`src/rtl/mbrf_pkg.sv`:
```
// shared constants, command and status codes for the modbus register file
`default_nettype none
package mbrf_pkg;

    localparam int NUM_REGS   = 32;
    localparam int WIDE_START = 16;
    localparam int ADDR_W     = $clog2(NUM_REGS);
    localparam int ROWS       = NUM_REGS / 2;
    localparam int ROW_W      = $clog2(ROWS);
    localparam int WORD_W     = 16;
    localparam int ENTRY_W    = WORD_W + 1;
    localparam int CMD_W      = 4;
    localparam int STATUS_W   = 2;
    localparam int IN_W       = 48;
    localparam int OUT_W      = 72;

    typedef enum logic [CMD_W-1:0] {
        CMD_WR_COIL   = 4'd0,
        CMD_WR_WORD   = 4'd1,
        CMD_WR_LONG   = 4'd2,
        CMD_RD_COIL   = 4'd3,
        CMD_RD_WORD   = 4'd4,
        CMD_RD_LONG   = 4'd5,
        CMD_INIT_WORD = 4'd6,
        CMD_INIT_LONG = 4'd7,
        CMD_CLEAR     = 4'd8
    } cmd_t;

    typedef enum logic [STATUS_W-1:0] {
        ST_OK        = 2'd0,
        ST_NOT_BOUND = 2'd1,
        ST_NO_ADDR   = 2'd2,
        ST_SEQ_ERR   = 2'd3
    } status_t;

    localparam logic CFG_COIL_MASK    = 1'b0;
    localparam logic CFG_HOLDING_MASK = 1'b1;

endpackage
`default_nettype wire

```
`src/rtl/modbus_register_file.sv`:
```
// top level of the modbus register file: banked word/coil memory with flag registers
// a request is latched together with its bank read; in S_EXEC its result is loaded into the
//   output register once that register is free or being taken, and m_tvalid rises with it
// no new request is accepted until the previous result is loaded, since each request takes a
//   read-then-write pass on the banks; a waiting result in the output register holds it off
// reset: rst_n clears flags, bind masks, low-word latch, entry valid bits and handshake
//   state at once; memory contents read as zero until an entry is first written
`default_nettype none
module modbus_register_file (
    input  wire logic                       clk,
    input  wire logic                       rst_n,
    // request stream
    input  wire logic                       s_tvalid,
    output logic                            s_tready,
    input  wire logic [mbrf_pkg::IN_W-1:0]  s_tdata,  // cmd[3:0], address[8:4], write_data[40:9]
    // result stream
    output logic                            m_tvalid,
    input  wire logic                       m_tready,
    output logic [mbrf_pkg::OUT_W-1:0]      m_tdata,  // status[1:0], read_data[33:2],
                                                      // reg_changed[34], reg_inited[35],
                                                      // any_changed[36], pending_init[68:37]
    // configuration writes
    input  wire logic                       cfg_we,
    input  wire logic                       cfg_index,
    input  wire logic [31:0]                cfg_wdata
);
    import mbrf_pkg::*;

    typedef enum logic [1:0] {
        S_IDLE = 2'b01,
        S_EXEC = 2'b10
    } state_t;

    // word i and coil i share one entry {coil, word}; even indexes live in the
    // even bank, odd in the odd bank, so words a and a+1 are read in parallel
    logic [ENTRY_W-1:0] even_mem [ROWS];
    logic [ENTRY_W-1:0] odd_mem  [ROWS];
    logic [ENTRY_W-1:0] even_rd_reg, odd_rd_reg;

    state_t state_reg, state_next;

    logic [31:0] coil_mask_reg, holding_mask_reg;

    // flags, one bit per register
    logic [NUM_REGS-1:0] vld_reg, vld_next;
    logic [NUM_REGS-1:0] ccf_reg, ccf_next;
    logic [NUM_REGS-1:0] hcf_reg, hcf_next;
    logic [NUM_REGS-1:0] init_reg, init_next;

    // emulated 32-bit write latch
    logic              low_pend_reg, low_pend_next;
    logic [WORD_W-1:0] low_word_reg, low_word_next;
    logic [ADDR_W-1:0] low_addr_reg, low_addr_next;

    // latched request
    logic [CMD_W-1:0]  cmd_reg;
    logic [ADDR_W-1:0] addr_reg;
    logic [31:0]       wdata_reg;

    // output register
    logic              m_valid_reg;
    logic [OUT_W-1:0]  m_data_reg, m_data_next;

    logic s_fire, exec_fire;

    // request decode on the input side
    logic [ADDR_W-1:0] in_addr;
    logic [ROW_W-1:0]  even_rrow, odd_rrow;

    assign in_addr  = s_tdata[CMD_W +: ADDR_W];
    assign s_tready = (state_reg == S_IDLE);
    assign s_fire   = s_tvalid && s_tready;
    assign exec_fire = (state_reg == S_EXEC) && (!m_valid_reg || m_tready);

    // word a+1 of an odd a sits one row further on in the even bank
    assign odd_rrow  = in_addr[ADDR_W-1:1];
    assign even_rrow = in_addr[0] ? ROW_W'(in_addr[ADDR_W-1:1] + 1'b1) : in_addr[ADDR_W-1:1];

    // execution stage signals
    logic [ADDR_W:0]    a_ext, b_ext;
    logic [ADDR_W-1:0]  a_idx, b_idx;
    logic               long_ok, word_ok;
    logic [ENTRY_W-1:0] ent_a, ent_b;
    logic               wr_a, wr_b;
    logic [ENTRY_W-1:0] new_a, new_b;
    status_t            status;
    logic [31:0]        rd_data;
    logic               kind_coil, kind_word, kind_long;
    logic               changed, inited, any_chg;

    logic               even_we, odd_we;
    logic [ROW_W-1:0]   even_wrow, odd_wrow;
    logic [ENTRY_W-1:0] even_wdata, odd_wdata;

    always_comb
    begin
        a_ext   = {1'b0, addr_reg};
        b_ext   = a_ext + 1'b1;
        a_idx   = addr_reg;
        b_idx   = b_ext[ADDR_W-1:0];
        word_ok = a_ext < (ADDR_W+1)'(NUM_REGS);
        long_ok = b_ext < (ADDR_W+1)'(NUM_REGS);

        // entries never written read as zero
        ent_a = addr_reg[0] ? odd_rd_reg : even_rd_reg;
        ent_b = addr_reg[0] ? even_rd_reg : odd_rd_reg;
        if (!vld_reg[a_idx])
        begin
            ent_a = '0;
        end
        if (!long_ok || !vld_reg[b_idx])
        begin
            ent_b = '0;
        end

        vld_next      = vld_reg;
        ccf_next      = ccf_reg;
        hcf_next      = hcf_reg;
        init_next     = init_reg;
        low_pend_next = low_pend_reg;
        low_word_next = low_word_reg;
        low_addr_next = low_addr_reg;
        wr_a          = 1'b0;
        wr_b          = 1'b0;
        new_a         = ent_a;
        new_b         = ent_b;
        status        = ST_OK;
        rd_data       = '0;
        kind_coil     = 1'b0;
        kind_word     = 1'b0;
        kind_long     = 1'b0;

        unique case (cmd_reg)
            CMD_WR_COIL:
            begin
                kind_coil = 1'b1;
                if (word_ok && coil_mask_reg[a_idx])
                begin
                    if (ent_a[WORD_W] != wdata_reg[0])
                    begin
                        wr_a            = 1'b1;
                        new_a[WORD_W]   = wdata_reg[0];
                        ccf_next[a_idx] = 1'b1;
                    end
                end
                else
                begin
                    status = ST_NOT_BOUND;
                end
            end
            CMD_WR_WORD:
            begin
                kind_word = 1'b1;
                if (a_ext < (ADDR_W+1)'(WIDE_START))
                begin
                    if (word_ok && holding_mask_reg[a_idx])
                    begin
                        if (ent_a[WORD_W-1:0] != wdata_reg[WORD_W-1:0])
                        begin
                            wr_a               = 1'b1;
                            new_a[WORD_W-1:0]  = wdata_reg[WORD_W-1:0];
                            hcf_next[a_idx]    = 1'b1;
                            init_next[a_idx]   = 1'b0;
                        end
                    end
                    else
                    begin
                        status = ST_NOT_BOUND;
                    end
                end
                else if (!(long_ok && holding_mask_reg[a_idx]))
                begin
                    status = ST_NO_ADDR;
                end
                else if (addr_reg[0])
                begin
                    // odd half: hold the low word until its even partner
                    low_word_next = wdata_reg[WORD_W-1:0];
                    low_pend_next = 1'b1;
                    low_addr_next = addr_reg;
                end
                else if (low_pend_reg && low_addr_reg == b_idx)
                begin
                    if (ent_a[WORD_W-1:0] != wdata_reg[WORD_W-1:0])
                    begin
                        wr_a              = 1'b1;
                        new_a[WORD_W-1:0] = wdata_reg[WORD_W-1:0];
                        hcf_next[a_idx]   = 1'b1;
                    end
                    if (ent_b[WORD_W-1:0] != low_word_reg)
                    begin
                        wr_b              = 1'b1;
                        new_b[WORD_W-1:0] = low_word_reg;
                        hcf_next[b_idx]   = 1'b1;
                    end
                    low_pend_next    = 1'b0;
                    init_next[a_idx] = 1'b0;
                    init_next[b_idx] = 1'b0;
                end
                else
                begin
                    low_pend_next = 1'b0;
                    status        = ST_SEQ_ERR;
                end
            end
            CMD_WR_LONG:
            begin
                kind_long = 1'b1;
                if (long_ok && holding_mask_reg[a_idx])
                begin
                    if ({ent_a[WORD_W-1:0], ent_b[WORD_W-1:0]} != wdata_reg)
                    begin
                        wr_a              = 1'b1;
                        wr_b              = 1'b1;
                        new_a[WORD_W-1:0] = wdata_reg[31:WORD_W];
                        new_b[WORD_W-1:0] = wdata_reg[WORD_W-1:0];
                        hcf_next[a_idx]   = 1'b1;
                        hcf_next[b_idx]   = 1'b1;
                    end
                end
                else
                begin
                    status = ST_NOT_BOUND;
                end
            end
            CMD_RD_COIL:
            begin
                kind_coil = 1'b1;
                if (word_ok && coil_mask_reg[a_idx])
                begin
                    rd_data = {31'd0, ent_a[WORD_W]};
                end
                else
                begin
                    status = ST_NOT_BOUND;
                end
            end
            CMD_RD_WORD:
            begin
                kind_word = 1'b1;
                if (word_ok && holding_mask_reg[a_idx])
                begin
                    rd_data = {16'd0, ent_a[WORD_W-1:0]};
                end
                else
                begin
                    status = ST_NOT_BOUND;
                end
            end
            CMD_RD_LONG:
            begin
                kind_long = 1'b1;
                if (long_ok && holding_mask_reg[a_idx])
                begin
                    rd_data = {ent_a[WORD_W-1:0], ent_b[WORD_W-1:0]};
                end
                else
                begin
                    status = ST_NOT_BOUND;
                end
            end
            CMD_INIT_WORD:
            begin
                kind_word = 1'b1;
                if (word_ok)
                begin
                    init_next[a_idx] = 1'b1;
                end
                else
                begin
                    status = ST_NO_ADDR;
                end
            end
            CMD_INIT_LONG:
            begin
                kind_long = 1'b1;
                if (long_ok)
                begin
                    init_next[a_idx] = 1'b1;
                    init_next[b_idx] = 1'b1;
                end
                else
                begin
                    status = ST_NO_ADDR;
                end
            end
            CMD_CLEAR:
            begin
                ccf_next = '0;
                hcf_next = '0;
            end
            default:
            begin
                status = ST_NO_ADDR;
            end
        endcase

        if (wr_a)
        begin
            vld_next[a_idx] = 1'b1;
        end
        if (wr_b)
        begin
            vld_next[b_idx] = 1'b1;
        end

        // register flags after the access
        changed = 1'b0;
        inited  = 1'b1;
        if (word_ok)
        begin
            if (kind_coil)
            begin
                changed = ccf_next[a_idx];
            end
            else if (kind_word || kind_long)
            begin
                changed = hcf_next[a_idx] || (kind_long && long_ok && hcf_next[b_idx]);
                inited  = !init_next[a_idx];
            end
        end
        any_chg = |(ccf_next | hcf_next);

        m_data_next = {3'd0, 32'(init_next), any_chg, inited, changed, rd_data, status};

        // bank write steering: a and a+1 always land in different banks
        even_we    = addr_reg[0] ? wr_b : wr_a;
        odd_we     = addr_reg[0] ? wr_a : wr_b;
        even_wrow  = addr_reg[0] ? b_idx[ADDR_W-1:1] : a_idx[ADDR_W-1:1];
        odd_wrow   = a_idx[ADDR_W-1:1];
        even_wdata = addr_reg[0] ? new_b : new_a;
        odd_wdata  = addr_reg[0] ? new_a : new_b;
    end

    // banks: one read at accept, one write at execute
    always_ff @(posedge clk)
    begin
        if (s_fire)
        begin
            even_rd_reg <= even_mem[even_rrow];
            odd_rd_reg  <= odd_mem[odd_rrow];
        end
        if (exec_fire && even_we)
        begin
            even_mem[even_wrow] <= even_wdata;
        end
        if (exec_fire && odd_we)
        begin
            odd_mem[odd_wrow] <= odd_wdata;
        end
    end

    // request and result payload
    always_ff @(posedge clk)
    begin
        if (s_fire)
        begin
            cmd_reg   <= s_tdata[CMD_W-1:0];
            addr_reg  <= in_addr;
            wdata_reg <= s_tdata[CMD_W+ADDR_W +: 32];
        end
        if (exec_fire)
        begin
            m_data_reg <= m_data_next;
        end
    end

    always_comb
    begin
        state_next = state_reg;
        unique case (state_reg)
            S_IDLE:
            begin
                if (s_fire)
                begin
                    state_next = S_EXEC;
                end
            end
            S_EXEC:
            begin
                if (exec_fire)
                begin
                    state_next = S_IDLE;
                end
            end
            default:
            begin
                state_next = S_IDLE;
            end
        endcase
    end

    always_ff @(posedge clk or negedge rst_n)
    begin
        if (!rst_n)
        begin
            state_reg        <= S_IDLE;
            m_valid_reg      <= 1'b0;
            coil_mask_reg    <= '0;
            holding_mask_reg <= '0;
            vld_reg          <= '0;
            ccf_reg          <= '0;
            hcf_reg          <= '0;
            init_reg         <= '0;
            low_pend_reg     <= 1'b0;
            low_word_reg     <= '0;
            low_addr_reg     <= '0;
        end
        else
        begin
            state_reg <= state_next;

            if (exec_fire)
            begin
                m_valid_reg <= 1'b1;
            end
            else if (m_tready)
            begin
                m_valid_reg <= 1'b0;
            end

            // bind masks
            if (cfg_we)
            begin
                unique case (cfg_index)
                    CFG_COIL_MASK:    coil_mask_reg    <= cfg_wdata;
                    CFG_HOLDING_MASK: holding_mask_reg <= cfg_wdata;
                    default:          ;
                endcase
            end

            if (exec_fire)
            begin
                vld_reg      <= vld_next;
                ccf_reg      <= ccf_next;
                hcf_reg      <= hcf_next;
                init_reg     <= init_next;
                low_pend_reg <= low_pend_next;
                low_word_reg <= low_word_next;
                low_addr_reg <= low_addr_next;
            end
        end
    end

    assign m_tvalid = m_valid_reg;
    assign m_tdata  = m_data_reg;

endmodule
`default_nettype wire

```
`config.mk`:
```
export PLATFORM = sky130hd
export DESIGN_NAME = modbus_register_file
export DESIGN_NICKNAME = d
export VERILOG_FILES = /design/src/rtl/mbrf_pkg.sv /design/src/rtl/modbus_register_file.sv
export SDC_FILE = /design/constraint.sdc
export NUM_CORES = 1
export LEC_CHECK = 0
export ABC_AREA = 1
export ABC_CLOCK_PERIOD_IN_PS = 9600
export CORE_MARGIN = 2
export CORE_UTILIZATION = 60
export CTS_BUF_LIST = sky130_fd_sc_hd__clkbuf_2 sky130_fd_sc_hd__clkbuf_4 sky130_fd_sc_hd__clkbuf_8
export DETAILED_ROUTE_END_ITERATION = 8
export DONT_BUFFER_PORTS = 1
export PLACE_DENSITY_LB_ADDON = 0.05
export SLEW_MARGIN = 20
export SYNTH_ARGS = -nofsm -noshare
export SYNTH_HDL_FRONTEND = slang
export SYNTH_SLANG_ARGS = --single-unit
```
`constraint.sdc`:
```
create_clock -name clk -period 9.6 [get_ports clk]
set_input_delay 1.44 -clock clk [delete_from_list [all_inputs] [get_ports clk]]
set_output_delay 1.44 -clock clk [all_outputs]
set_load 0.02 [all_outputs]
```
### Word level (Yosys, flattened, before mapping)

Memory sizes are Yosys's and may differ from the RTL's. A register that Yosys moved wholly into a read port is not among the register bits.
Cells that the tools add are included.

| cells by class | value |
|---|---|
| $add $sub $neg | 2 |
| order comparisons | 6 |
| equality and inequality tests | 17 |
| mux-type cells | 123 |
| bitwise operators | 16 |
| reductions and logical operators | 32 |

Operator list:

| cell | number |
|---|---|
| 32-bit two-way mux | 26 |
| 32-bit bitwise OR | 9 |
| 32-bit case mux with 3 select lines | 3 |
| 16-bit two-way mux | 16 |
| 17-bit two-way mux | 6 |
| 32-bit AND | 2 |
| 32-bit NOT | 2 |
| 16-bit case mux with 2 select lines | 2 |
| 32-bit case mux with 2 select lines | 1 |
| 1-bit two-way mux | 46 |
| 1-bit binary-select mux with 5-bit select | 8 |
| 16-bit inequality test | 2 |
| 32-bit inequality test | 1 |
| 32-bit OR reduction | 1 |
| 4-bit by 3-bit equality test with 1-bit output (second input constant) | 4 |
| 2-bit two-way mux | 7 |
| 5-bit by 6-bit less-than comparator with 1-bit output (second input constant) | 2 |
| 2-bit case mux with 6 select lines | 1 |
| 1-bit demux with 5-bit select | 2 |
| 5-bit by 1-bit greater-or-equal comparator with 1-bit output (second input constant) | 2 |
| 1-bit logical AND | 10 |
| 4-bit by 2-bit equality test with 1-bit output (second input constant) | 2 |
| 4-bit two-way mux | 2 |
| 2-bit OR reduction | 4 |
| 24 further kinds | 35 |

| storage, ports and cells | value |
|---|---|
| register bits | 327 |
| bits in writable memories | 544 |
| input port bits | 86 |
| output and inout bits | 74 |
| logic and storage cells | 214 |
| memories | 2 |

Memories:

| memory | words | bits a word | read ports | clocked after Yosys merged registers in | wr ports | RTL line | source |
|---|---|---|---|---|---|---|---|
| even_mem | 16 | 17 | 1 | 1 | 1 | modbus_register_file.sv:36 | `logic [ENTRY_W-1:0] even_mem [ROWS];` |
| odd_mem | 16 | 17 | 1 | 1 | 1 | modbus_register_file.sv:37 | `logic [ENTRY_W-1:0] odd_mem [ROWS];` |

### Depth between registers and ports, before layout

Gate-level depths: netlist of run 1.

| depth | value |
|---|---|
| depth after elaboration | 24 |
| gate-level depth with buffers | 43 |
| mapped depth without buffers | 34 |

### Worst setup path before layout of run 1

OpenSTA, ideal clock, no wires.

| timing path | value |
|---|---|
| kind | register to register |
| start | register addr_reg[0] (netlist: a_idx[0]) |
| end | memory odd_mem[12][0] (netlist bit), enable pin |
| data arrival time | 6741 ps |
| required time | 9187 ps |
| slack | 2446 ps |
| cell stages (with the launch flop) | 31 |
| cells stage by stage | edfxtp_1 buf_2 inv_2 buf_1 clkbuf_1 clkbuf_1 buf_1 clkbuf_1 clkbuf_1 clkbuf_1 ha_1 buf_2 clkinv_1 clkbuf_1 nand2_1 nand3_1 a211oi_1 o21ai_0 a211oi_1 nand2_1 inv_1 nand3_1 inv_1 buf_2 nand2_1 o21ai_2 inv_2 nand2_1 o211ai_2 buf_2 nor3_1 |

| on the way | value |
|---|---|
| word-level cells in the longest chain between the ends | 17 |

RTL lines:

| what | RTL line | source |
|---|---|---|
| from (decl) | modbus_register_file.sv:57 | `logic [ADDR_W-1:0] addr_reg;` |
| from (signal assigned) | modbus_register_file.sv:359 | `addr_reg <= in_addr;` |
| 5-bit by 1-bit adder with 6-bit output | modbus_register_file.sv:98 | `b_ext = a_ext + 1'b1;` |
| 1-bit binary-select mux with 5-bit select | modbus_register_file.sv:111 | `if (!long_ok \|\| !vld_reg[b_idx])` |
| 1-bit two-way mux (not written as such) | modbus_register_file.sv:111 |  |
| 1-bit logical NOT | modbus_register_file.sv:111 |  |
| 1-bit logical OR | modbus_register_file.sv:111 |  |
| 17-bit two-way mux | modbus_register_file.sv:111 |  |
| 16-bit inequality test | modbus_register_file.sv:190 | `if (ent_b[WORD_W-1:0] != low_word_reg)` |
| 1-bit two-way mux | modbus_register_file.sv:190 |  |
| 1-bit two-way mux | modbus_register_file.sv:182 | `else if (low_pend_reg && low_addr_reg == b_idx)` |
| 1-bit two-way mux | modbus_register_file.sv:175 | `else if (addr_reg[0])` |
| 1-bit two-way mux | modbus_register_file.sv:171 | `else if (!(long_ok && holding_mask_reg[a_idx]))` |
| 1-bit two-way mux | modbus_register_file.sv:154 | `if (a_ext < (ADDR_W+1)'(WIDE_START))` |
| 1-bit case mux with 2 select lines | modbus_register_file.sv:133 | `unique case (cmd_reg)` |
| 1-bit two-way mux (*) | modbus_register_file.sv:328 | `odd_we = addr_reg[0] ? wr_a : wr_b;` |
| 1-bit logical AND (*) | modbus_register_file.sv:347 | `if (exec_fire && odd_we)` |
| 1-bit two-way mux (*) | modbus_register_file.sv:347 |  |
| 1-bit two-way mux (not written as such) (*) | modbus_register_file.sv:349 | `odd_mem[odd_wrow] <= odd_wdata;` |
| to (decl) | modbus_register_file.sv:37 |  |

Mark *: on every way between the ends. The rest lies on a longest branch, timed or not. The select of a mux whose other input is x is not followed.

### Worst setup path in the final report of run 1

| timing path | value |
|---|---|
| start | register addr_reg[0] (netlist: a_idx[0]) |
| end | memory odd_mem[5][6] (netlist bit), enable pin |

Same word-level chain as after synthesis.

==> impl_metrics.py, run 1 <==
metrics = {
    "status": {
        "outcome": "finished, violations left",
        "failed_checks": "DRC",
    },
    "cells_and_area": {
        "final_layout_size_suffix_gt1_frac": 0.09385,
        "syn_to_final_growth_pct": 9.195,
        "stdcell_area_sq_um": 48440,
        "final_cell_mix": "nand2_1 (1039), o21ai_0 (772), edfxtp_1 (688), nor2_1 (564), inv_1 (385)",
        "final_common_cell": "nand2_1",
        "fin_nets": 4920,
    },
    "clock_network": {
        "cts_resized": 0,
        "cts_buffers": 148,
        "htree_levels": 4,
        "cts_tree": "done",
        "path_clk_slew_ns": 0.06,
        "hold_buffers": 0,
        "cts_num_sinks": 905,
        "worstSkewPairLatency_ns": 0.83,
        "clockRootBuffer": "clkbuf_8",
        "cts.path.max_buffers": 3,
        "post_cts_buffers": 0,
    },
    "synth": {
        "synth_largest_area_cell": "edfxtp_1",
        "syn_area_sq_um": 44360,
        "yosysUniqueCellTypes": 57,
        "synth.area.top_cells": "edfxtp_1 (47%), dfrtp_1 (12%), nand2_1 (8.8%)",
        "ys_warn_count": 0,
        "async_reset_ff_frac": 0.2398,
        "syn_avg_cell_area_sq_um": 9.124,
        "syn_inst": 4862,
        "ys_dominant_reg_cell": "edfxtp_1",
        "synth_enable_flop_cells": 688,
        "ys_ff_latch": 905,
        "ys_seq_area_frac": 0.5882,
        "synth_top_area_frac": 0.4657,
    },
    "setup_path": {
        "path_buf_inv": 6,
        "startpoint_type": "register",
        "worstPathArrival_ns": 8.31,
        "end_kind": "register",
        "crit_top_cell": "nand2_1",
        "path_delay_family": "simple AND/OR/NAND/NOR gates",
        "cp_slowest_cell": "nand2_2",
        "crit_required_ns": 10.08,
        "max_stage_delay_ns": 0.79,
        "r2r-start": "a_idx[0]",
        "path_max_fanout": 219,
        "cp-startpoint": "a_idx[0]",
        "critPathKind": "reg -> reg",
    },
    "timing": {
        "clock-skew-final_ns": 0.03928,
        "fin_crit_sh": 0.8161,
        "relSlewSlack": 0.1295,
        "max_freq_mhz": 127.6,
        "setup_viol": 0,
        "period_minus_slack_ns": 7.834,
        "hold_ws_ns": 0.3192,
        "worst_slew_pin_slew_ns": 1.289,
        "report.final.slew_viol_count": 0,
        "hold_viol_final": 0,
        "rsz0062_at_grt": "false",
        "fin_setup_tns_ns": 0,
    },
    "grt": {
        "grt_pass1_vias": 33713,
        "grt_max_degree": 220,
        "grt_pass1_wl_um": 208200,
        "antenna_found_initial": 6,
        "grt_use_total": 0.3698,
        "gr-total-overflow": 0,
    },
    "detailed_routing": {
        "routedWlPerCell_um": 23.73,
        "drc_errors": 11,
        "vias_per_cell": 6.217,
        "first_iter_violations": 4753,
        "dr.pass1.iters": 9,
        "finalWirelength_um": 140100,
        "detail-route-antenna-nets": 0,
        "vias": 36709,
    },
    "min_path": {
        "holdCritPathClass": "in -> async",
    },
    "floorplanning": {
        "row_count": 99,
        "num_io_pins": 160,
        "die-area_sq_um": 76120,
        "die_h_um": 275.9,
        "fp.dieW_um": 275.9,
        "core_sq_um": 73080,
        "start_util": 0.6070,
    },
    "power_and_ir_drop": {
        "power_leakage_nw": 18.65,
        "power.density_nw_per_um2": 212.1,
        "irDropWorstVdd_uv": 141.0,
    },
    "job": {
        "drv_cap": 0,
    },
    "placed_design": {
        "port_buffers": 0,
        "gp_congestion": 1.029,
        "placed_area_sq_um": 45440,
        "hpwl_um": 86980,
    },
}
[synthesized netlist by cell type, types with 4 or more instances]
| library cell | n |
|---|---|
| ha_1 | 8 |
| buf_4 | 7 |
| a22oi_1 | 8 |
| a211oi_1 | 7 |
| a41oi_1 | 11 |
| nor2_1 | 585 |
| xor2_1 | 6 |
| clkbuf_1 | 233 |
| o21ai_1 | 14 |
| edfxtp_1 | 688 |
| a21oi_1 | 69 |
| inv_1 | 388 |
| buf_2 | 32 |
| nor2_2 | 4 |
| o21ai_0 | 773 |
| o221ai_1 | 104 |
| or2_2 | 7 |
| o211ai_1 | 80 |
| dfrtp_1 | 216 |
| nand2_1 | 1044 |
| nand4_1 | 85 |
| o22ai_1 | 98 |
| nor3_1 | 30 |
| nor4_1 | 10 |
| nand3b_1 | 9 |
| inv_2 | 22 |
| o2111ai_1 | 15 |
| nand3_1 | 219 |
| buf_1 | 27 |
| clkinv_1 | 12 |
| nand3_2 | 15 |
[power by group]
part           internal [mW]  total, mW  switching, mW  leakage [nW]
logic                  0.572       1.98           1.40          8.09
registers               4.66       4.88          0.220          8.97
clock network           1.80       3.41           1.61          1.59
[path summary, 6_finish.rpt]
| kind | end | slack, ns | cells after the start |
|---|---|---|---|
| max | odd_mem[5][6] | 1.77 | 27 |
| min | coil_mask_reg[28] | 0.32 | 0 |
| max reg2reg | odd_mem[5][6] | 1.77 | 27 |
| min reg2reg | vld_reg[6] | 0.47 | 2 |
| max in group asynchronous | hcf_reg[13] | 8.69 | 0 |
| min in group clk | vld_reg[6] | 0.47 | 2 |
[per-stage QoR]
step / utilization / total power [mW] / std cells / setup slack, ns
final: 0.6628 / 10.27 / 5905 / 1.766
after global routing: 0.6628 / 10.72 / 5905 / 1.492
after CTS: 0.6627 / 10.26 / 5903 / 2.105
after detailed placement: 0.6218 / 6.870 / 5635 / 2.152
after global placement: 0.6218 / 6.822 / 5635 / 2.291
after floorplan: - / 6.237 / 4864 / 2.446
[kinds of logic (layout without fill, tap and decap cells)]
family / count (synthesis) / count (layout) / share of synthesized area
buf+inv: 725 / 805 / 0.06338
flops: 905 / 905 / 0.5882
compound gates: 1193 / 1193 / 0.1548
fa+ha+maj: 8 / 8 / 0.002257
xor+xnor: 8 / 8 / 0.002426
other cells: 1 / 5 / 0.00008454
simple gates: 2022 / 2022 / 0.1889
[metal layers]
layer,global-route usage,wire length [um]
met5,0,64
met4,0.2438,10080
met3,0.07838,14600
met2,0.5499,61780
met1,0.4938,53610
[area by class of cell]
type	count	area, sq um
clock inverter	71	548.0
timing repair buffer	115	888.4
inverter	422	1589
fill	5981	24640
clock buffer	197	2442
antenna	2	5.005
sequential	905	26090
tap	959	1200
multi-input combinational	3234	15670
Note: power is estimated with default switching activity, not from simulation.
==> run 2, diff against run 1 <==
--- a/config.mk
+++ b/config.mk
@@ -5,8 +5,8 @@
 export SDC_FILE = /design/constraint.sdc
 export NUM_CORES = 1
 export LEC_CHECK = 0
-export ABC_AREA = 1
-export ABC_CLOCK_PERIOD_IN_PS = 9600
+export ABC_AREA = 0
+export ABC_CLOCK_PERIOD_IN_PS = 8100
 export CORE_MARGIN = 2
 export CORE_UTILIZATION = 60
 export CTS_BUF_LIST = sky130_fd_sc_hd__clkbuf_2 sky130_fd_sc_hd__clkbuf_4 sky130_fd_sc_hd__clkbuf_8
==> constraint.sdc (replaced) <==
create_clock -name clk -period 8.1 [get_ports clk]
set_input_delay 1.215 -clock clk [delete_from_list [all_inputs] [get_ports clk]]
set_output_delay 1.215 -clock clk [all_outputs]
set_load 0.02 [all_outputs]
==> run 2 against run 1 <==
  * The run now ends clean
  * Die area shrank 4.2%
  * Hold slack worse by 0.22 ns
  * Routed wire length up 2.2%
  * Highest routed layer unchanged
==> impl_metrics.py, run 2 <==
metrics = {
    "status": {
        "outcome": "complete, no violations",
    },
    "setup_path": {
        "r2r_setup_slack_ns": 0.92,
        "path_max_fanout": 18,
        "worstPathArrival_ns": 7.75,
        "cp_slowest_cell": "ha_1",
        "critPathKind": "reg -> reg",
        "crit_chain": "inv_2 > ha_1 > mux4_2 > nand2_1 > nand2_1 > a32o_1 > o22ai_4 > o21ai_0 > a2111oi_0 > buf_4 > nand3_1 > o21ai_2 > buf_4 > o22a_1 > o221ai_1 > a31o_2 > nor3_1 > nor4_1 > a211o_1",
        "end_kind": "register",
        "startpoint_type": "register",
        "crit_required_ns": 8.66,
        "max_stage_delay_ns": 1.01,
    },
    "synth": {
        "synth_top_area_frac": 0.4867,
        "yosysUniqueCellTypes": 93,
        "ys_warn_count": 0,
        "syn_area_sq_um": 42450,
        "syn_inst": 3105,
        "ys_ff_latch": 905,
        "synth.area.top_cells": "edfxtp_1 (49%), dfrtp_1 (13%), mux4_2 (10%)",
        "syn_avg_cell_area_sq_um": 13.67,
        "ys_top_cells_by_count": "edfxtp_1 (688), nand2_1 (307), nor2_1 (234), dfrtp_1 (216), mux4_2 (192)",
        "synthMostInstantiatedCell": "edfxtp_1",
        "async_reset_ff_frac": 0.2398,
        "ys_seq_area_frac": 0.6146,
        "synth_largest_area_cell": "edfxtp_1",
        "synth_enable_flop_cells": 688,
        "ys_dominant_reg_cell": "edfxtp_1",
    },
    "timing": {
        "max_freq_mhz": 139.2,
        "report.final.slew_viol_count": 0,
        "period_minus_slack_ns": 7.184,
        "rsz0062_at_grt": "false",
        "clock-skew-final_ns": 0.07142,
        "hold_viol_final": 0,
        "setup_viol": 0,
        "fin_crit_sh": 0.8869,
        "hold_ws_ns": 0.09997,
        "fin_setup_tns_ns": 0,
        "worst_slew_pin_slew_ns": 1.128,
        "layout_setup_ws_ns": 0.9158,
        "relSlewSlack": 0.2455,
    },
    "power_and_ir_drop": {
        "power.density_nw_per_um2": 229.2,
        "p_sw_frac": 0.2740,
        "power_leakage_nw": 16.83,
        "irDropWorstVdd_uv": 202.7,
        "p_clk_frac": 0.373,
        "p_sw_mw": 2.971,
        "intPower_mw": 7.871,
        "pwr-share-comb": 0.130,
        "seq_power_share": 0.497,
    },
    "cells_and_area": {
        "final_layout_size_suffix_gt1_frac": 0.2368,
        "final_common_cell": "edfxtp_1",
        "syn_to_final_growth_pct": 11.42,
        "final_cell_mix": "edfxtp_1 (688), nand2_1 (306), dfrtp_1 (216), nor2_1 (200), mux4_2 (192)",
        "fin_nets": 3280,
    },
    "detailed_routing": {
        "first_iter_violations": 4479,
        "vias_per_cell": 7.106,
        "finalWirelength_um": 143300,
        "vias": 30178,
        "dr.pass1.iters": 8,
        "detail-route-antenna-nets": 0,
        "drc_errors": 0,
        "routedWlPerCell_um": 33.73,
    },
    "grt": {
        "busiest_layer": "met2",
        "gr-usage-met2": 0.6203,
        "use_met1": 0.5107,
        "antenna_found_initial": 7,
        "grt_use_total": 0.3965,
        "grt_max_degree": 218,
        "grt_use_met3": 0.08686,
        "gr-total-overflow": 0,
        "grt_pass1_vias": 30115,
        "grt_pass1_wl_um": 207200,
    },
    "floorplanning": {
        "row_count": 97,
        "start_util": 0.6062,
        "die-area_sq_um": 72890,
        "core_sq_um": 70030,
        "num_io_pins": 160,
        "fp.dieW_um": 270.0,
        "die_h_um": 270.0,
    },
    "clock_network": {
        "worstSkewPairLatency_ns": 0.84,
        "path_clk_slew_ns": 0.06,
        "cts_resized": 0,
        "hold_buffers": 0,
        "post_cts_buffers": 0,
        "cts_buffers": 144,
        "cts_num_sinks": 905,
        "cts.path.max_buffers": 3,
        "htree_levels": 4,
        "cts_tree": "done",
        "clockRootBuffer": "clkbuf_8",
    },
    "placed_design": {
        "port_buffers": 0,
        "hpwl_um": 94790,
        "preCtsSetupSlack_ns": 1.157,
        "gp_congestion": 1.010,
    },
    "job": {
        "drv_cap": 0,
    },
    "min_path": {
        "holdCritPathClass": "in -> async",
    },
}
[run 2: metrics by stage]
step	cells	area [sq um]	power, mW	util
after global placement	3980	44270	6.794	0.6321
after floorplan	3107	42460	6.320	-
after global routing	4243	47290	11.15	0.6753
final	4247	47300	10.84	0.6754
after CTS	4242	47260	10.84	0.6749
after detailed placement	3980	44270	6.831	0.6322
[run 2: path summary, 6_finish.rpt]
path / end / cells past startpoint / start
setup / recovery: m_tdata[34] / 19 / a_idx[1]
hold / removal: coil_mask_reg[16] / 0 / rst_n
hold reg to reg: hcf_reg[5] / 2 / hcf_reg[5]
min in group clk: hcf_reg[5] / 2 / hcf_reg[5]
setup reg to reg: m_tdata[34] / 19 / a_idx[1]
max in group asynchronous: init_reg[26] / 0 / rst_n
[run 2: area by class of cell]
cell class	count	area (sq um)
fill	4776	22730
clock buffer	194	2407
clock inverter	68	578.1
inverter	32	122.6
timing repair buffer	161	1425
tap	940	1176
multi-input combinational	1942	15480
antenna	5	12.51
sequential	905	26090
[run 2: power groups by stage]
stage / logic (mW) / registers, mW / clock network (mW)
after global routing: 1.47 / 5.40 / 4.28
after detailed placement: 1.36 / 5.47 / 0
after CTS: 1.36 / 5.38 / 4.09
after floorplan: 0.915 / 5.40 / 0
final: 1.41 / 5.39 / 4.05
after global placement: 1.33 / 5.47 / 0
[run 2: cells by family (layout without fill, tap and decap cells)]
kind of cell	Yosys count	count (layout)	share of synthesized area
adders and majority gates	8	8	0.002358
buffers and inverters	260	455	0.02614
and+or+nand+nor	814	814	0.08745
muxes	386	386	0.1505
DFF	905	905	0.6146
other	1	8	0.00008834
xor gates and xnor gates	49	49	0.01011
AOI/OAI and AO/OA	682	682	0.1087
[run 2: routing by layer]
metal | part of all wire | wire (um)
met1 | 0.36 | 51680
met2 | 0.47 | 67160
met3 | 0.10 | 14330
met4 | 0.070 | 10080
met5 | 0.00017 | 25
[run 2: worst max-delay path, delay by kind of cell, from the launching register on]
family | cells | cell delay [ns]
AOI/OAI and AO/OA | 9 | 3.12
and+or+nand+nor | 5 | 0.84
adders and majority gates | 1 | 1.01
buffers and inverters | 3 | 0.69
muxes | 1 | 0.60
DFF | 1 | 0.63
